===== src/design/assert_macros.svh =====
// Assertion macros shared by the reassembler RTL.
`ifndef ASSERT_MACROS_SVH
`define ASSERT_MACROS_SVH

// Clocked assertion, disabled while reset is asserted.
`define DFR_ASSERT(lbl, clk, rstn, prop, msg) \
    lbl: assert property (@(posedge clk) disable iff (!rstn) prop) else $error(msg);

// Clocked assertion that also holds during reset.
`define DFR_ASSERT_ALWAYS(lbl, clk, prop, msg) \
    lbl: assert property (@(posedge clk) prop) else $error(msg);

`endif


===== src/design/dfr_pkg.sv =====
// Shared types, codes and defaults for the datagram fragment reassembler.
`default_nettype none
package dfr_pkg;

    localparam int STORE_BYTES_DEF = 65536;
    localparam int FRAG_BYTES_DEF  = 1024;

    localparam int S_TDATA_W = 120;
    localparam int S_TUSER_W = 2;
    localparam int M_TDATA_W = 32;
    localparam int SIZE_W    = 17;
    localparam int IDX_W     = 16;

    localparam logic [1:0] REQ_FRAG    = 2'd0;
    localparam logic [1:0] REQ_READ    = 2'd1;
    localparam logic [1:0] REQ_RELEASE = 2'd2;

    localparam logic [1:0] PH_SYNC       = 2'd0;
    localparam logic [1:0] PH_INCOMPLETE = 2'd1;
    localparam logic [1:0] PH_READY      = 2'd2;

    typedef struct packed {
        logic [1:0]        phase;
        logic              rd_sel;
        logic [SIZE_W-1:0] size;
        logic              oversize;
        logic              released;
    } res_t;

endpackage
`default_nettype wire


===== src/design/dfr_out.sv =====
// Result pipeline: store-read stage and output register with stall control.
`default_nettype none
module dfr_out
    import dfr_pkg::*;
(
    input  wire logic                 aclk,
    input  wire logic                 aresetn,
    input  wire logic                 take,
    input  wire res_t                 res,
    input  wire logic [7:0]           rd_q,
    output logic                      in_ready,
    output logic                      m_tvalid,
    input  wire logic                 m_tready,
    output logic      [M_TDATA_W-1:0] m_tdata
);

    `include "assert_macros.svh"

    logic                 p1_v_reg;
    res_t                 p1_reg;
    logic                 out_v_reg;
    logic [M_TDATA_W-1:0] out_reg, out_next;
    logic                 load_out;
    logic [7:0]           rd_byte;

    assign load_out = p1_v_reg && (!out_v_reg || m_tready);
    assign in_ready = !p1_v_reg || load_out;
    assign rd_byte  = p1_reg.rd_sel ? rd_q : 8'd0;
    assign out_next = M_TDATA_W'({p1_reg.released, p1_reg.oversize, p1_reg.size,
                                  rd_byte, p1_reg.phase});

    always_ff @(posedge aclk) begin
        if (!aresetn) begin
            p1_v_reg  <= 1'b0;
            out_v_reg <= 1'b0;
        end else begin
            if (take) begin
                p1_v_reg <= 1'b1;
            end else if (load_out) begin
                p1_v_reg <= 1'b0;
            end
            if (load_out) begin
                out_v_reg <= 1'b1;
            end else if (m_tready) begin
                out_v_reg <= 1'b0;
            end
        end
    end

    always_ff @(posedge aclk) begin
        if (take) begin
            p1_reg <= res;
        end
        if (load_out) begin
            out_reg <= out_next;
        end
    end

    assign m_tvalid = out_v_reg;
    assign m_tdata  = out_reg;

    `DFR_ASSERT(a_take_fills, aclk, aresetn, take |=> p1_v_reg, "accepted transfer lost")
    `DFR_ASSERT(a_no_overrun, aclk, aresetn, take |-> in_ready, "transfer taken while stage full")

endmodule
`default_nettype wire


===== config.mk =====
export PLATFORM = sky130hd
export DESIGN_NAME = dfr_out
export DESIGN_NICKNAME = d
export VERILOG_FILES = /design/src/design/dfr_pkg.sv /design/src/design/dfr_out.sv
export VERILOG_INCLUDE_DIRS = /design/src /design/src/design
export SDC_FILE = /design/constraint.sdc
export NUM_CORES = 1
export LEC_CHECK = 0
export ABC_AREA = 1
export BUFFER_PORTS_ARGS = -buffer_cell sky130_fd_sc_hd__buf_2
export CORE_MARGIN = 1
export CORE_UTILIZATION = 50
export DETAILED_ROUTE_END_ITERATION = 6
export PLACE_DENSITY = 0.85
export REMOVE_ABC_BUFFERS = 1
export SYNTH_ARGS = -nofsm -noshare
export SYNTH_HDL_FRONTEND = slang
export SYNTH_SLANG_ARGS = --single-unit

===== constraint.sdc =====
create_clock -name aclk -period 6.85 [get_ports aclk]
set_input_delay 0.3425 -clock aclk [delete_from_list [all_inputs] [get_ports aclk]]
set_output_delay 0.3425 -clock aclk [all_outputs]
set_load 0.02 [all_outputs]

# Yosys cells after proc, flatten, opt, wreduce, memory -nomap -nowiden
# Index checks and enable logic that the tools add are counted.
totals:
  register_bits: 53
  wordCells: 20
op_classes:
  n_mux: 4
  reduce_logical: 7
ops:
  columns: ["operator", "n"]
  rows:
  - ["1-bit 2-to-1 mux", 4]
  - ["2-bit nonzero test", 2]
  - ["1-bit logical NOT", 2]
  - ["1-bit logical OR", 2]
  - ["1-bit logical AND", 1]

# Depth between registers and ports, before layout
logic_depth:
  depth_word: 5
  mapped_depth: 3
  ltp_nobuf: 3

# Worst setup path after synthesis
# No wires, ideal clock.
synth_timing:
  kind: "register to register"
  start: "reg out_v_reg (netlist: m_tvalid)"
  end: "reg out_reg[0] (netlist: m_tdata[0]) (enable)"
  setup_ps: 425
  arrival_ps: 1878
  required_ps: 6425
  slack_ps: 4547
  stages_incl_launch_ff: 2
  path_buffers: 0
  synth_period_minus_slack_ps: 2303
  cell_sequence: "dfxtp_1 a21oi_1"
synth_between:
  elab_chain_len: 3
synth_rtl:
  columns: ["element", "line_no", "source"]
  rows:
  - ["from (decl)", "dfr_out.sv:21", "logic out_v_reg;"]
  - ["from (signal assigned)", "dfr_out.sv:35", "out_v_reg <= 1'b0;"]
  - ["from (signal assigned)", "dfr_out.sv:43", "out_v_reg <= 1'b1;"]
  - ["from (signal assigned)", "dfr_out.sv:45", "out_v_reg <= 1'b0;"]
  - ["1-bit logical NOT", "dfr_out.sv:26", "assign load_out = p1_v_reg && (!out_v_reg || m_tready);"]
  - ["1-bit logical OR", "dfr_out.sv:26", null]
  - ["1-bit logical AND", "dfr_out.sv:26", null]
  - ["net load_out", "dfr_out.sv:23", "logic load_out;"]
  - ["to (signal assigned)", "dfr_out.sv:55", "out_reg <= out_next;"]
  - ["to (decl)", "dfr_out.sv:22", "logic [M_TDATA_W-1:0] out_reg, out_next;"]
# The timed path passes the listed nets, and every way through them passes these cells.
# A chain may end at the register's enable or synchronous reset.

# Worst setup path in the final report
layout_timing:
  start: "reg out_v_reg (netlist: m_tvalid)"
  end: "out in_ready"
layout_between:
  elab_chain_len: 4
layout_rtl:
  columns: ["element", "line_no", "source"]
  rows:
  - ["1-bit logical NOT", "dfr_out.sv:26", null]
  - ["1-bit logical OR", "dfr_out.sv:26", null]
  - ["1-bit logical AND", "dfr_out.sv:26", null]
  - ["1-bit logical OR", "dfr_out.sv:27", "assign in_ready = !p1_v_reg || load_out;"]
  - ["to (decl)", "dfr_out.sv:11", "output logic in_ready,"]
# Every way passes these cells.

==> metrics.cfg <==
[yosys]
ys_seq_area_share_pct=92.35
yosysUniqueCellTypes=9
synth_seq_cells=53
syn_area_per_cell_um2=20.50
yosys_warnings=0
synthCells=83
synth_area_um2=1702

[pwr]
ir_drop_mv=0.1582
p_seq_share_pct=69.6
switching_share_pct=21.45
clkPwrFrac_pct=22.9
intPower_uw=433.9
leakage_uw=0.0009038
p_per_area_nw_per_um2=260.5
switching_power_uw=118.5
combPwrFrac_pct=7.5

[grt]
grt-busiest-layer=met2
grt_max_degree=30
grt_pass1_vias=838
grt_usage_pct=16.04
grt-ovfl-total=0
grt_pass1_wl_um=3774
grtUsageMet1_pct=16.18
use_met3_pct=4.264
grt_util_met2_pct=27.79
antenna_found_initial=0

[setup_path]
worst-path-buf-inv=1
path_class=reg -> out
startpoint_type=flop
crit_family=flip-flops
cp_max_fo=4
max_stage_delay_ns=0.41
worstPathArrival_ns=1.04
crit_slowest_cell=dfxtp_1
end_kind=output pin
crit_path_cell_trace=nand3_1, buf_2
cp.required_ns=6.51

[floorplan]
die_w_um=60.34
num_rows=20
core_area_um2=3128
pin_count=68
dieArea_um2=3640
start_util_pct=54.40
die_h_um=60.34

[timing]
finalSetupTns_ns=0
hold_viol=0
fin_crit_ns=1.387
finClkSkew_ns=0.004339
post-route-period-util_pct=20.25
rsz0062_at_grt=no
finalSetupViolCount=0
max_freq_mhz=721.0
slew_viol_final=0

[route]
first_pass_iters=4
drt_iter0_drc=22
wl_per_cell_um=12.39
via_per_inst=4.278
routed_wl_um=2453
via_count=847
drc=0
ant_nets=0

[clock_network]
clk_latency_ns=0.36
cts_tree=yes
cts-root-buf=clkbuf_4
cts_htree_levels=2
clk_pin_slew_ns=0.13
cts_buffers=5
clock_path_buffers=2
clock_sinks=53
post_cts_buffers=0
cts_hold_buf=0
ctsResizeCount=0

[final_layout]
drive_gt1_share_pct=46.75
antenna_cells=0
final_core_util_pct=67.80
synthToLayoutAreaGrowth_pct=24.63
nets=187
largest_register_ffs=29
layout_commonest_cell=buf_2
layout_common_cells=64 x buf_2, 51 x edfxtp_1, 12 x inv_1, 9 x nand2_1, 5 x clkbuf_4

[place]
gp_congestion=0.6977
hpwlAfterDp_um=1826
port_buffers=64

[run_status]
outcome=finished clean

[flow_run]
cap_viol_max_count=0

[hold_path]
hp-class=in -> reg

-- per-layer routing --
layer | up-vias | routed length (um)
met4 | 0 | 70
met2 | 47 | 1357
li1 | 427 | -
met1 | 366 | 861
met3 | 7 | 163
met5 | - | 0
-- power groups by stage --
stage | Clock (uW) | Sequential, uW | Combinational (uW)
after detailed placement | 0 | 393 | 42.0
final | 127 | 385 | 41.2
after global placement | 0 | 391 | 40.3
after global routing | 141 | 387 | 45.4
after floorplan | 0 | 403 | 7.41
after CTS | 132 | 385 | 42.0
-- cells by family after synthesis --
| kind of cell | share of synthesized area [%] |
|---|---|
| flops | 92.35 |
| buf+inv | 4.264 |
| simple gates | 2.279 |
| compound gates | 0.8821 |
| other cells | 0.2204 |
-- final timing paths --
check | from | endpoint | slack [ns] | cells after the start
worst min register to register | out_next[25] | m_tdata[25] | 0.43 | 0
worst max-delay path | m_tvalid | in_ready | 5.46 | 2
worst max register to register | p1_v_reg | m_tdata[14] | 5.66 | 3
worst min-delay path | res[19] | p1_reg[19] | 0.15 | 1
-- cell usage after synthesis --
library cell | n | area share (%)
conb_1 | 1 | 0.22
buf_2 | 1 | 0.29
a21oi_1 | 3 | 0.88
nand2_1 | 9 | 2.0
nand3_1 | 1 | 0.29
inv_1 | 12 | 2.6
buf_4 | 3 | 1.3
dfxtp_1 | 2 | 2.4
edfxtp_1 | 51 | 90
-- metrics by stage --
| step | worst slack [ns] | instances | power [uW] | area (um^2) | hold slack (ns) |
|---|---|---|---|---|---|
| 6_report | 5.463 | 198 | 552.4 | 2121 | 0.1452 |
| 5_1_grt | 5.378 | 198 | 573.3 | 2121 | 0.1250 |
| 4_1_cts | 5.440 | 198 | 559.4 | 2121 | 0.1224 |
| 3_5_place_dp | 5.535 | 190 | 434.6 | 2068 | 0.4045 |
| 3_3_place_gp | 5.603 | 190 | 431.6 | 2068 | 0.4022 |
| 2_1_floorplan | 4.547 | 81 | 410.9 | 1682 | 0.4003 |
-- final cells by class --
cell class / count / area, um^2
Clock buffer: 7 / 45.04
Clock inverter: 1 / 7.507
Fill cell: 216 / 1007
Inverter: 12 / 45.04
Multi-Input combinational cell: 16 / 68.82
Sequential cell: 53 / 1572
Tap cell: 44 / 55.05
Timing Repair Buffer: 65 / 327.8
Note: power is estimated with default switching activity, not from simulation.
