<file path="src/design/assert_macros.svh">
// Assertion macros shared by the reassembler RTL.
`ifndef ASSERT_MACROS_SVH
`define ASSERT_MACROS_SVH

// Clocked assertion, disabled while reset is asserted.
`define DFR_ASSERT(lbl, clk, rstn, prop, msg) \
    lbl: assert property (@(posedge clk) disable iff (!rstn) prop) else $error(msg);

// Clocked assertion that also holds during reset.
`define DFR_ASSERT_ALWAYS(lbl, clk, prop, msg) \
    lbl: assert property (@(posedge clk) prop) else $error(msg);

`endif

</file>
<file path="src/design/dfr_pkg.sv">
// Shared types, codes and defaults for the datagram fragment reassembler.
`default_nettype none
package dfr_pkg;

    localparam int STORE_BYTES_DEF = 65536;
    localparam int FRAG_BYTES_DEF  = 1024;

    localparam int S_TDATA_W = 120;
    localparam int S_TUSER_W = 2;
    localparam int M_TDATA_W = 32;
    localparam int SIZE_W    = 17;
    localparam int IDX_W     = 16;

    localparam logic [1:0] REQ_FRAG    = 2'd0;
    localparam logic [1:0] REQ_READ    = 2'd1;
    localparam logic [1:0] REQ_RELEASE = 2'd2;

    localparam logic [1:0] PH_SYNC       = 2'd0;
    localparam logic [1:0] PH_INCOMPLETE = 2'd1;
    localparam logic [1:0] PH_READY      = 2'd2;

    typedef struct packed {
        logic [1:0]        phase;
        logic              rd_sel;
        logic [SIZE_W-1:0] size;
        logic              oversize;
        logic              released;
    } res_t;

endpackage
`default_nettype wire

</file>
<file path="src/design/dfr_ctrl.sv">
// Reassembly state and per-transfer next-state logic, store write and read requests.
`default_nettype none
module dfr_ctrl
    import dfr_pkg::*;
#(
    parameter int STORE_BYTES = STORE_BYTES_DEF,
    parameter int FRAG_BYTES  = FRAG_BYTES_DEF,
    localparam int AW = (STORE_BYTES > 1) ? $clog2(STORE_BYTES) : 1
) (
    input  wire logic             aclk,
    input  wire logic             aresetn,
    input  wire logic             take,
    input  wire logic [1:0]       req,
    input  wire logic [31:0]      unum,
    input  wire logic [31:0]      fnum,
    input  wire logic [31:0]      total,
    input  wire logic [7:0]       dbyte,
    input  wire logic             last,
    input  wire logic [IDX_W-1:0] idx,
    output logic                  mem_we,
    output logic      [AW-1:0]    mem_waddr,
    output logic      [7:0]       mem_wdata,
    output logic                  mem_re,
    output logic      [AW-1:0]    mem_raddr,
    output res_t                  res
);

    `include "assert_macros.svh"

    localparam int CW = $clog2(STORE_BYTES + 1);
    localparam int OW = $clog2(FRAG_BYTES + 1);
    localparam int SW = (CW > SIZE_W) ? CW : SIZE_W;
    localparam int IW = (CW > IDX_W) ? CW : IDX_W;

    logic [1:0]    phase_reg, phase_next;
    logic [31:0]   unit_reg, unit_next;
    logic [31:0]   efrag_reg, efrag_next;
    logic [CW-1:0] gath_reg, gath_next;
    logic [OW-1:0] off_reg, off_next;
    logic          ovs_reg, ovs_next;

    logic          we, re, rel, first, in_frag;
    logic [AW-1:0] wa;
    logic [CW-1:0] size_out;
    logic [SW-1:0] size_ext;
    logic [IW-1:0] idx_ext;

    assign idx_ext = IW'(idx);

    always_comb begin
        phase_next = phase_reg;
        unit_next  = unit_reg;
        efrag_next = efrag_reg;
        gath_next  = gath_reg;
        off_next   = off_reg;
        ovs_next   = ovs_reg;
        we         = 1'b0;
        re         = 1'b0;
        rel        = 1'b0;
        wa         = gath_reg[AW-1:0];
        size_out   = gath_reg;
        first      = (off_reg == '0);
        in_frag    = (off_reg < OW'(FRAG_BYTES));
        unique case (req)
            REQ_FRAG: begin
                if (fnum == 32'd0 && first) begin
                    unit_next  = unum;
                    efrag_next = '0;
                    gath_next  = '0;
                    if (total > 32'(STORE_BYTES)) begin
                        ovs_next   = 1'b1;
                        phase_next = PH_SYNC;
                    end else begin
                        ovs_next   = 1'b0;
                        phase_next = PH_INCOMPLETE;
                    end
                end
                if (phase_next == PH_INCOMPLETE && unum == unit_next &&
                    fnum == efrag_next) begin
                    if (in_frag) begin
                        if (gath_next >= CW'(STORE_BYTES)) begin
                            ovs_next   = 1'b1;
                            phase_next = PH_SYNC;
                            gath_next  = '0;
                        end else begin
                            we        = 1'b1;
                            wa        = gath_next[AW-1:0];
                            gath_next = gath_next + 1'b1;
                        end
                    end
                    if (last && phase_next == PH_INCOMPLETE) begin
                        efrag_next = efrag_next + 32'd1;
                        if (32'(gath_next) == total) begin
                            phase_next = PH_READY;
                        end
                    end
                end
                if (last) begin
                    off_next = '0;
                end else if (in_frag) begin
                    off_next = off_reg + 1'b1;
                end
                size_out = gath_next;
            end
            REQ_READ: begin
                re = (phase_reg == PH_READY) && (idx_ext < IW'(gath_reg));
            end
            REQ_RELEASE: begin
                if (phase_reg == PH_READY) begin
                    rel        = 1'b1;
                    phase_next = PH_SYNC;
                    gath_next  = '0;
                end
            end
            default: begin
            end
        endcase
    end

    always_ff @(posedge aclk) begin
        if (!aresetn) begin
            phase_reg <= PH_SYNC;
            unit_reg  <= '0;
            efrag_reg <= '0;
            gath_reg  <= '0;
            off_reg   <= '0;
            ovs_reg   <= 1'b0;
        end else if (take) begin
            phase_reg <= phase_next;
            unit_reg  <= unit_next;
            efrag_reg <= efrag_next;
            gath_reg  <= gath_next;
            off_reg   <= off_next;
            ovs_reg   <= ovs_next;
        end
    end

    assign size_ext  = SW'(size_out);
    assign mem_we    = take && we;
    assign mem_waddr = wa;
    assign mem_wdata = dbyte;
    assign mem_re    = take && re;
    assign mem_raddr = idx_ext[AW-1:0];

    always_comb begin
        res.phase    = phase_next;
        res.rd_sel   = re;
        res.size     = size_ext[SIZE_W-1:0];
        res.oversize = ovs_next;
        res.released = rel;
    end

    // a stored byte always advances the count past its own address
    `DFR_ASSERT(a_write_advances, aclk, aresetn, mem_we |=> (gath_reg - 1'b1) == CW'($past(mem_waddr)), "count did not follow store write")
    `DFR_ASSERT(a_ready_not_ovs, aclk, aresetn, (phase_reg == PH_READY) |-> !ovs_reg, "ready unit flagged oversize")
    `DFR_ASSERT(a_count_bound, aclk, aresetn, gath_reg <= CW'(STORE_BYTES), "gathered count beyond store")
    `DFR_ASSERT(a_read_ready, aclk, aresetn, mem_re |-> (phase_reg == PH_READY) && !mem_we, "store read outside ready unit")

endmodule
`default_nettype wire

</file>
<file path="config.mk">
export PLATFORM = sky130hd
export DESIGN_NAME = dfr_ctrl
export DESIGN_NICKNAME = d
export VERILOG_FILES = /design/src/design/dfr_pkg.sv /design/src/design/dfr_ctrl.sv
export VERILOG_INCLUDE_DIRS = /design/src /design/src/design
export SDC_FILE = /design/constraint.sdc
export NUM_CORES = 1
export LEC_CHECK = 0
export BUFFER_PORTS_ARGS = -buffer_cell sky130_fd_sc_hd__buf_2
export CORE_MARGIN = 3
export CORE_UTILIZATION = 45
export CTS_CLUSTER_DIAMETER = 120
export DETAILED_ROUTE_END_ITERATION = 10
export PLACE_DENSITY_LB_ADDON = 0.2
export SYNTH_ARGS = -nofsm -noshare
export SYNTH_HDL_FRONTEND = slang
export SYNTH_SLANG_ARGS = --single-unit
</file>
<file path="constraint.sdc">
create_clock -name aclk -period 7.45 [get_ports aclk]
set_input_delay 0 -clock aclk [delete_from_list [all_inputs] [get_ports aclk]]
set_output_delay 0 -clock aclk [all_outputs]
set_load 0.005 [all_outputs]
</file>
### After elaboration in Yosys (flattened, before gate mapping)

Index checks and enable logic that the tools add are counted.

* register bits after elaboration: 95
* bits of input ports: 126
* output and inout port bits: 64
* logic and storage cells: 84

* $add $sub $neg: 3
* $lt $le $gt $ge: 4
* equal/unequal tests: 9
* mux-type cells: 47
* reduce and logical (&&, ||, !) cells: 15

Operator list (number)
* 2-to-1 mux 32 bit: 6
* 2-to-1 mux 17 bit: 9
* == test 32 bit: 2
* 2-to-1 mux 16 bit: 4
* case mux 17 bit (2 select lines): 1
* adder 32 x 1 -> 32 bit, second input constant: 1
* == test 17 x 32 -> 1 bit: 1
* greater-than comparator 32 x 17 -> 1 bit, second input constant: 1
* logical NOT 32 bit: 1
* 2-to-1 mux 11 bit: 2
* 2-to-1 mux 2 bit: 10
* adder 17 x 1 -> 17 bit, second input constant: 1
* >= comparator 17 bit, second input constant: 1
* less-than comparator 16 x 17 -> 1 bit: 1
* 2-to-1 mux 1 bit: 14
* adder 11 x 1 -> 11 bit, second input constant: 1
* logical NOT 11 bit: 1
* less-than comparator 11 bit, second input constant: 1
* logical AND 1 bit: 7
* == test 2 x 1 -> 1 bit, second input constant: 3
* AND reduction 3 bit: 2
* == test 2 bit, second input constant: 2
* case mux 2 bit (2 select lines): 1
* nonzero test 2 bit: 2
* 3 further kinds: 3

### Depth between registers and ports, before layout

Gate-level depths: netlist of the first run.

* depth after elaboration: 14
* gate-level depth with buffers: 20
* depth with buffers taken out: 16

### Least setup slack after synthesis of the first run

Ideal clock, no wire load.

* path kind: register to register
* start point: register off_reg[0]
* end point: register phase_reg[0]
* setup time: 0.116 ns
* data arrival time: 4.008 ns
* required time: 7.334 ns
* slack: 3.326 ns
* stages on the path, launching flop included: 21
* path buffers: 4
* clock period less this slack: 4.124 ns
* path through: dfxtp_1 > inv_1 > ha_1 > nor4b_2 > and4_1 > buf_4 > and3_1 > buf_2 > clkbuf_1 > buf_1 > nor2_1 > ha_1 > nand3_1 > nor4_2 > xnor2_1 > nor4_1 > a221o_1 > nor4_1 > nor4b_1 > nand4_1 > a41o_1

* longest elaborated chain between the ends: 14
* elaborated cells on any way between the ends: 33
* those cells by class: add/sub (1); order compare (2); eq/ne (5); mux (20); reduce/logical (5)

Ends and longest elaborated chain
* from (decl): RTL line dfr_ctrl.sv:39 `logic [OW-1:0] off_reg, off_next;`
* from (signal assigned): RTL line dfr_ctrl.sv:133 `off_reg <= off_next;`
* logical NOT 11 bit: RTL line dfr_ctrl.sv:62 `first = (off_reg == '0);`
* logical AND 1 bit: RTL line dfr_ctrl.sv:66 `if (fnum == 32'd0 && first) begin`
* 2-to-1 mux 17 bit: RTL line dfr_ctrl.sv:66
* 2-to-1 mux 17 bit: RTL line dfr_ctrl.sv:64 `unique case (req)`
* adder 17 x 1 -> 17 bit / >= comparator 17 bit (equally long branches): RTL line dfr_ctrl.sv:88, dfr_ctrl.sv:81
* 2-to-1 mux 17 bit / 2-to-1 mux 2 bit (equally long branches): RTL line dfr_ctrl.sv:81 `if (gath_next >= CW'(STORE_BYTES)) begin`
* 2-to-1 mux 17 bit / 2-to-1 mux 2 bit (equally long branches): RTL line dfr_ctrl.sv:80 `if (in_frag) begin`
* 2-to-1 mux 17 bit / 2-to-1 mux 2 bit (equally long branches): RTL line dfr_ctrl.sv:78 `if (phase_next == PH_INCOMPLETE && unum == unit_next &&`
* 2-to-1 mux 17 bit / 2-to-1 mux 2 bit (equally long branches): RTL line dfr_ctrl.sv:64
* == test 17 x 32 -> 1 bit / == test 2 x 1 -> 1 bit (equally long branches): RTL line dfr_ctrl.sv:93, dfr_ctrl.sv:91
* 2-to-1 mux 2 bit / logical AND 1 bit (equally long branches): RTL line dfr_ctrl.sv:93, dfr_ctrl.sv:91
* 2-to-1 mux 2 bit: RTL line dfr_ctrl.sv:91 `if (last && phase_next == PH_INCOMPLETE) begin`
* 2-to-1 mux 2 bit (*): RTL line dfr_ctrl.sv:78
* case mux 2 bit (2 select lines) (*): RTL line dfr_ctrl.sv:64
* to (signal assigned): RTL line dfr_ctrl.sv:129 `phase_reg <= phase_next;`
* to (decl): RTL line dfr_ctrl.sv:35 `logic [1:0] phase_reg, phase_next;`

Mark *: on every way between the ends. The rest lies on a longest branch, timed or not. The select of a mux whose other input is x is not followed.
A chain may end at the register's enable or synchronous reset.

==> results of run 1 <==
==> per-stage QoR <==
| stage | cells | utilization | instance area [µm²] | hold slack, ns | total power [mW] |
|---|---|---|---|---|---|
| 6_report | 1429 | 0.557 | 9010 | 0.00000197 | 1.14 |
| 5_1_grt | 1429 | 0.557 | 9010 | 0.00000937 | 1.18 |
| 4_1_cts | 1428 | 0.557 | 9010 | 0.0000346 | 1.15 |
| 3_5_place_dp | 1379 | 0.517 | 8360 | 0.0000346 | 0.636 |
| 3_3_place_gp | 1379 | 0.517 | 8360 | 0.0000346 | 0.636 |
| 2_1_floorplan | 1072 | - | 7600 | 0.0808 | 0.579 |
==> Yosys cell counts (all sizes together), types with 8 or more instances <==
cell and instances:
o31ai 14, a21oi 90, and3 24, inv 44
nor2 83, o2111ai 8, a31oi 11, nand4 21
xor2 43, dfxtp 95, clkbuf 55, nor2b 17
nand2 156, a21o 9, nor4 35, o22ai 9
xnor2 18, o211ai 12, nor3 31, nand3 48
or3 9, nand2b 17, and2 8, buf 39
ha 19, o21ai 47
==> path summary, 6_finish.rpt <==
path / from / endpoint / slack [ns] / depth (start not counted)
worst min-delay path: dbyte[7] / mem_wdata[7] / 0.000002 / 0
worst max-delay path: off_reg[10] / res[20] / 2.50 / 16
worst min register to register: unit_reg[11] / unit_reg[11] / 0.46 / 2
worst max register to register: off_reg[10] / phase_reg[0] / 2.86 / 15
==> layer usage <==
metal / wire [µm] / part of all wire / vias up / GRT usage
met2: 12000 / 0.45 / 449 / 0.444
met5: 0 / 0 / - / 0
met1: 11300 / 0.43 / 3956 / 0.382
met3: 2510 / 0.095 / 61 / 0.0455
met4: 762 / 0.029 / 0 / 0.0918
li1: - / - / 4124 / -
==> cells by family after synthesis <==
| group | synth area share |
|---|---|
| AND/OR/NAND/NOR | 0.319 |
| flip-flops | 0.250 |
| buffers and inverters | 0.0843 |
| AO/OA/AOI/OAI | 0.232 |
| adder cells (fa/ha/maj) | 0.0313 |
| XOR/XNOR | 0.0703 |
| multiplexers | 0.0122 |
==> final cells by class <==
| cell class | instances | area [µm²] |
|---|---|---|
| Tap cell | 216 | 270 |
| Antenna cell | 1 | 2.50 |
| Clock inverter | 5 | 67.6 |
| Timing Repair Buffer | 218 | 1290 |
| Clock buffer | 11 | 253 |
| Multi-Input combinational cell | 839 | 5060 |
| Fill cell | 1614 | 7160 |
| Sequential cell | 95 | 1900 |
| Inverter | 44 | 165 |
==> worst reg2reg max path, cell delays in order (launching register included) <==
cell     delay (ns)
dfxtp_1        0.31
buf_4          0.36
nor4b_2        0.12
and4_1         0.31
nand3_1        0.13
buf_4          0.29
and2_1         0.18
ha_1           0.24
nand3_1        0.35
o41ai_1        0.81
xor2_1         0.15
nor3_1         0.20
o31ai_1        0.09
nor4b_1        0.37
nand4_1        0.26
a41o_1         0.34
==> power by group <==
group	total, mW	switching [mW]	leakage [nW]	internal, mW
registers	0.508	0.000175	0.765	0.508
logic	0.133	0.0727	2.64	0.0601
clock network	0.504	0.223	0.154	0.282
total	1.14	0.295	3.56	0.849
==> reports/results.ini, run 1 <==
[outcome]
status = complete, no violations

[synthesis]
synth_edf_count = 0
yosysSeqAreaShare = 0.250
ys_types = 72
synth_area_um2 = 7600
yosys.area.top_type = dfxtp_1
ys_ff_latch = 95
ys_warn_count = 0
synthArstFlopShare = 0
ys.flop_type = dfxtp_1
syn-num-nets = 1217
netlist_instances = 1072
synth.area.top_cells = dfxtp_1 (25%), nand2_1 (7.7%), a21oi_1 (5.9%), xor2_1 (5.0%), nor2_1 (4.1%)
yosys.area.top_type_share = 0.250
synth_area_per_cell_um2 = 7.09

[clock_tree]
path_clk_slew_ns = 0.08
clock_latency_ns = 0.36
cts-htree-levels = 3
cts_setup_buffers = 0
cts_made_buffers = 9
hold_buffers = 33
cts_tree = built
clock-root-buffer = clkbuf_16
numClockSinks = 95
cts_buffer_depth = 2
cts-resized-gates = 0

[floorplan]
die_y_um = 136
coreArea_um2 = 16200
die_area_um2 = 18500
pin_count = 190
row_count = 46
start_util = 0.470
die_x_um = 136

[pwr]
p_leak_nw = 3.56
p_per_area_nw_per_um2 = 127
ir_drop_mv = 0.103

[critical_path]
cp_max_fo = 37
worstPathRequired_ns = 7.45
critPathCaptureType = primary output
slowest_stage = o41ai_1
path_buf_inv = 3
cpLargestDelayFamily = simple AND/OR/NAND/NOR gates
cpPeakStageDelay_ns = 0.81
cp-start-kind = flip-flop
cp_cell_sequence = buf_4 > nor4b_2 > and4_1 > nand3_1 > buf_4 > and2_1 > ha_1 > nand3_1 > o41ai_1 > xor2_1 > nor3_1 > o31ai_1 > nor4b_1 > nand4_1 > a22o_1 > buf_2
crit_arrival_ns = 4.95
critPathKind = reg -> out

[layout]
final_common_cell = buf_2
nets = 1352
syn2layout_area_growth_pct = 18.6
drive_gt1_frac = 0.182
final_cell_mix = buf_2 (173), nand2_1 (155), dfxtp_1 (95)

[global_routing]
antenna_found_initial = 1
grt_max_degree = 68
grt_first_pass_wirelength_um = 41000
grt_use_total = 0.278
grt_overflow_total = 0
grt_pass1_vias = 7657

[routing]
wl_um = 26500
vias_per_cell = 6.01
drc = 0
ant_nets = 0
drt_iter0_markers = 855
wl_per_cell_um = 18.6
drtPass1Iterations = 5
vias = 8590

[sta]
fmax_mhz = 202
slew_headroom = 0.230
fin_crit_ns = 4.95
finalCritPeriodShare = 0.665
skew_ns = 0.0112
grt_setup_unrepaired = false
timing_hold_violations_final = 0
finalMaxSlewViolations = 0
worst_slack_ns = 2.50
setup_tns_ns = 0
tightest_slew_ns = 1.15
finalSetupViolCount = 0

[placement]
io_buffers = 173
place.gp.congestion = 1.00
pre_cts_ws_ns = 3.08
hpwl_um = 19500

[flow_run]
maxCapViolCount = 0

[min_path]
hold_class = in -> out

Power figures use the tool's default switching activity.
==> run 2, diff against run 1 <==
- clock period: 7.45 -> 4.8 ns (I/O delays scaled with it)
==> run 2 against run 1 <==
  * Clock skew hardly changed
  * Clock power is 37% higher
  * Wire length is 1.1% higher
  * Register-to-register slack worse by 2.1 ns
  * Highest routed layer unchanged
  * Global-route usage is 0.45 points higher
  * Die area stayed put
  * Cell count is 0.21% higher
  * Clock-buffer cell count is 1 lower
==> reports/results.ini, run 2 (synthesis results as in run 1) <==
[clock_tree]
cts_made_buffers = 9  ; unchanged
clock-root-buffer = clkbuf_16  ; unchanged
cts_buffer_depth = 2  ; unchanged
path_clk_slew_ns = 0.07  ; was 0.08 ns
cts-htree-levels = 3  ; unchanged
cts_tree = built  ; unchanged
clock_latency_ns = 0.36  ; about the same
numClockSinks = 95  ; unchanged

[routing]
vias_per_cell = 6.08  ; was 6.01
drtPass1Iterations = 6  ; was 5
drc = 0  ; unchanged
wl_per_cell_um = 18.7  ; was 18.6 µm
wl_um = 26800  ; was 26500 µm
ant_nets = 0  ; unchanged
drt_iter0_markers = 1090  ; was 855
vias = 8712  ; was 8590

[sta]
fin_crit_ns = 4.36
slew_headroom = 0.215  ; was 0.230
finalCritPeriodShare = 0.908
skew_ns = 0.0113  ; was 0.0112 ns
fmax_mhz = 229
setup_tns_ns = 0  ; unchanged
grt_setup_unrepaired = false  ; unchanged
finalMaxSlewViolations = 0  ; unchanged
tightest_slew_ns = 1.17  ; was 1.15 ns
timing_hold_violations_final = 0  ; unchanged
finalSetupViolCount = 0  ; unchanged

[pwr]
p_per_area_nw_per_um2 = 187  ; was 127 nW/µm²
ir_drop_mv = 0.176  ; was 0.103 mV
finalPower_mw = 1.69  ; was 1.14 mW
p_leak_nw = 3.58  ; was 3.56 nW

[floorplan]
start_util = 0.470  ; unchanged
row_count = 46  ; unchanged
pin_count = 190  ; unchanged
die_y_um = 136  ; unchanged
die_x_um = 136  ; unchanged
die_area_um2 = 18500  ; unchanged
coreArea_um2 = 16200  ; unchanged

[critical_path]
path_buf_inv = 2  ; was 3
cp-start-kind = flip-flop  ; unchanged
cp_cell_sequence = inv_1 > ha_1 > nor4b_2 > and4_1 > and3_1 > nor2_1 > ha_1 > nand3_2 > nor4_4 > xnor2_1 > nor4_1 > a221o_1 > nor4_1 > nor4b_2 > nand4_1 > o21ai_0 > buf_2  ; was buf_4 > nor4b_2 > and4_1 > nand3_1 > buf_4 > and2_1 > ha_1 > nand3_1 > o41ai_1 > xor2_1 > nor3_1 > o31ai_1 > nor4b_1 > nand4_1 > a22o_1 > buf_2
critPathKind = reg -> out  ; unchanged
critPathCaptureType = primary output  ; unchanged
cp_max_fo = 8  ; was 37
worstPathRequired_ns = 4.80  ; was 7.45 ns
cpLargestDelayFamily = simple AND/OR/NAND/NOR gates  ; unchanged
slowest_stage = nor4_4  ; was o41ai_1
cpPeakStageDelay_ns = 0.37  ; was 0.81 ns
crit_arrival_ns = 4.36  ; was 4.95 ns

[outcome]
status = complete, no violations  ; unchanged

[global_routing]
grt_max_degree = 57  ; was 68
grt_pass1_vias = 7928  ; was 7657
grt_use_total = 0.282  ; was 0.278
grt_first_pass_wirelength_um = 41800  ; was 41000 µm
grt_overflow_total = 0  ; unchanged
antenna_found_initial = 0  ; was 1

[placement]
hpwl_um = 19500  ; about the same
place.gp.congestion = 1.01  ; was 1.00
io_buffers = 173  ; unchanged

[flow_run]
maxCapViolCount = 0  ; unchanged

[min_path]
hold_class = in -> out  ; unchanged

[layout]
fill_cells = 1573  ; was 1614
diodes = 0  ; was 1
syn2layout_area_growth_pct = 18.8  ; was 18.6%
drive_gt1_frac = 0.186  ; was 0.182
multi_input_comb_area_um2 = 5090  ; was 5060 µm²
register_area_um2 = 1900  ; unchanged
nets = 1356  ; was 1352
final_cell_mix = buf_2 (173), nand2_1 (155), dfxtp_1 (95)  ; unchanged
final_common_cell = buf_2  ; unchanged

==> run 2: final timing paths <==
kind	start	to	slack [ns]	depth (start not counted)
worst max-delay path	off_reg[0]	res[21]	0.44	17
worst min-delay path	dbyte[7]	mem_wdata[7]	0.000002	0
worst max register to register	off_reg[0]	phase_reg[0]	0.79	16
worst min register to register	unit_reg[11]	unit_reg[11]	0.46	2
==> run 2: layout make-up <==
cell class	instances	area share
Clock buffer	10	0.0254
Clock inverter	6	0.00499
Inverter	44	0.0183
Multi-Input combinational cell	839	0.565
Sequential cell	95	0.211
Tap cell	216	0.0299
Timing Repair Buffer	222	0.146
==> run 2: where the power goes <==
part           internal [mW]  total (mW)  switching [mW]
registers              0.788       0.788        0.000264
clock network          0.355       0.689           0.334
logic                 0.0940       0.209           0.115
total                   1.24        1.69           0.449
==> run 2: through the flow <==
stage	setup slack (ns)	utilization	area [µm²]	hold WS (ns)	cells
final	0.440	0.558	9020	0.00000224	1432
after global routing	0.110	0.558	9020	0.00000937	1432
after CTS	0.337	0.556	8990	0.0000346	1432
after detailed placement	0.753	0.518	8380	0.0000346	1382
after global placement	0.816	0.518	8380	0.0000346	1382
after floorplan	0.676	-	7600	0.0808	1072
==> run 2: repair_timing <==
item                       in CTS  in global routing
setup buffers                   0                  0
hold endpoints to repair       34                  0
gates resized for setup         0                  5
setup endpoints to repair       0                  2
hold buffers                   34                  0
==> run 2: metal layers <==
metal	vias up	GRT usage	share of wire
li1	4145	-	-
met1	4002	0.379	0.42
met2	493	0.461	0.45
met3	72	0.0537	0.10
met4	0	0.0845	0.028
met5	-	0	0
==> run 3, diff against run 2 <==
- BUFFER_PORTS_ARGS: -buffer_cell sky130_fd_sc_hd__buf_2 -> unset
- CAP_MARGIN: unset -> 20
- DONT_BUFFER_PORTS: unset -> 1
==> run 3 against run 2 <==
  * Non-clock buffer count decreased by 169
  * Maximum frequency increased by 1.5%
  * Largest cell class unchanged
  * Critical path type unchanged
  * Register-to-register slack got worse by 0.11 ns
  * Combinational power decreased by 39%
  * Cell count decreased by 12%
==> reports/results.ini, run 3 (synthesis results as in run 1) <==
[layout]
drive_gt1_frac = 0.0506  ; was 0.186
nets = 1187  ; was 1356
final_common_cell = nand2_1  ; was buf_2
diodes = 0  ; unchanged
final_cell_mix = nand2_1 (155), dfxtp_1 (95), a21oi_1 (89)  ; was buf_2 (173), nand2_1 (155), dfxtp_1 (95)
syn2layout_area_growth_pct = 7.95  ; was 18.8%
fill_cells = 1602  ; was 1573

[min_path]
hold_class = in -> out  ; unchanged
hold_end = mem_wdata[7]  ; unchanged
hold_path_depth = 0  ; unchanged
hp-start = dbyte[7]  ; unchanged

[clock_tree]
path_clk_slew_ns = 0.08  ; was 0.07 ns
cts-htree-levels = 3  ; unchanged
clock_latency_ns = 0.37  ; was 0.36 ns
clock-root-buffer = clkbuf_16  ; unchanged
numClockSinks = 95  ; unchanged
cts_made_buffers = 9  ; unchanged
cts_buffer_depth = 2  ; unchanged
cts_tree = built  ; unchanged

[floorplan]
die_x_um = 136  ; unchanged
row_count = 46  ; unchanged
die_area_um2 = 18500  ; unchanged
pin_count = 190  ; unchanged
start_util = 0.470  ; unchanged
die_y_um = 136  ; unchanged
coreArea_um2 = 16200  ; unchanged

[global_routing]
grt_pass1_vias = 7278  ; was 7928
antenna_found_initial = 0  ; unchanged
grt_use_total = 0.280  ; was 0.282
grt_max_degree = 68  ; was 57
grt_overflow_total = 0  ; unchanged
grt_first_pass_wirelength_um = 40600  ; was 41800 µm

[critical_path]
r2r-end = phase_reg[0]  ; unchanged
reg2reg_from = off_reg[0]  ; unchanged
critPathKind = reg -> out  ; unchanged
worstPathRequired_ns = 4.80  ; about the same
cp_max_fo = 8  ; unchanged
rrSetupSlack_ns = 0.68  ; was 0.79 ns
crit_arrival_ns = 4.30  ; was 4.36 ns
rr_worst_depth = 17  ; was 16
critPathCaptureType = primary output  ; unchanged
cp-start-kind = flip-flop  ; unchanged

[placement]
hpwl_um = 19100  ; was 19500 µm
place.gp.congestion = 0.956  ; was 1.01
io_buffers = 0  ; was 173
pre_cts_ws_ns = 0.688  ; was 0.753 ns

[pwr]
finalPower_mw = 1.64  ; was 1.69 mW
ir_drop_mv = 0.225  ; was 0.176 mV
p_per_area_nw_per_um2 = 200  ; was 187 nW/µm²
p_leak_nw = 2.84  ; was 3.58 nW

[sta]
timing_hold_violations_final = 0  ; unchanged
skew_ns = 0.00980  ; was 0.0113 ns
fin_crit_ns = 4.30  ; was 4.36 ns
worst_slack_ns = 0.503  ; was 0.440 ns
grt_setup_unrepaired = false  ; unchanged
tightest_slew_ns = 0.891  ; was 1.17 ns
setup_tns_ns = 0  ; unchanged
finalSetupViolCount = 0  ; unchanged
fmax_mhz = 233  ; was 229 MHz
finalCritPeriodShare = 0.895  ; was 0.908
slew_headroom = 0.400  ; was 0.215
finalMaxSlewViolations = 0  ; unchanged

[routing]
drc = 0  ; unchanged
ant_nets = 0  ; unchanged
vias_per_cell = 6.36  ; was 6.08
vias = 8031  ; was 8712
drt_iter0_markers = 922  ; was 1090
drtPass1Iterations = 5  ; was 6
wl_per_cell_um = 21.0  ; was 18.7 µm
wl_um = 26500  ; was 26800 µm

[flow_run]
maxCapViolCount = 0  ; unchanged

[outcome]
status = complete, no violations  ; unchanged

run 3: layout make-up:
type	count	area, µm²	share of cell area
multi-input combinational	839	5070	0.619
sequential	95	1900	0.232
timing repair buffer	53	503	0.0613
tap	216	270	0.0330
clock buffer	9	225	0.0275
inverter	44	165	0.0201
clock inverter	7	62.6	0.00763
run 3: how the worst max path moves through the flow:
stage | from | endpoint | slack [ns]
global route | off_reg[0] | res[21] | 0.10
global placement | off_reg[0] | phase_reg[0] | 0.74
finish | off_reg[0] | res[21] | 0.50
CTS | off_reg[0] | res[21] | 0.33
detailed placement | off_reg[0] | phase_reg[0] | 0.69
floorplan | off_reg[0] | phase_reg[0] | 0.68
run 3: through the flow:
stage	hold WS, ns	utilization	cells	cell area [µm²]
floorplan	0.0808	-	1072	7600
global placement	0.0000346	0.464	1208	7500
detailed placement	0.0000346	0.464	1208	7500
CTS	0.0000346	0.505	1261	8160
global route	0.00000937	0.507	1263	8200
finish	0.00000224	0.507	1263	8200
run 3: report_power, final:
| part | internal, mW | switching, mW | leakage [nW] |
|---|---|---|---|
| Clock | 0.364 | 0.363 | 0.144 |
| Sequential | 0.788 | 0.000264 | 0.765 |
| Combinational | 0.0584 | 0.0698 | 1.93 |
| Total | 1.21 | 0.433 | 2.84 |
run 3: repair_timing:
item                       in CTS  in global routing
hold endpoints to repair       53                  0
hold buffers                   37                  0
resized for setup               0                  2
setup buffers                   0                  1
setup endpoints to repair       0                  2
run 3: per-layer routing:
metal  vias to the layer above  global-route usage  part of all wire
met4                         0               0.110             0.031
met1                      3732               0.382              0.42
met2                       448               0.428              0.45
li1                       3792                   -                 -
met5                         -                   0                 0
met3                        59              0.0637             0.097
run 3: critical path, cell delays in order, from the launching register on:
cell and delay, ns:
dfxtp_1 0.36, inv_1 0.08, ha_1 0.21, nor4b_2 0.16
and4_1 0.28, and3_1 0.23, nor2_1 0.09, ha_1 0.25
nand3_2 0.21, nor4_2 0.40, xnor2_1 0.19, nor4_1 0.07
a221o_1 0.28, nor4_1 0.33, nor4b_2 0.26, nand4_1 0.20
o21ai_0 0.20, buf_4 0.13
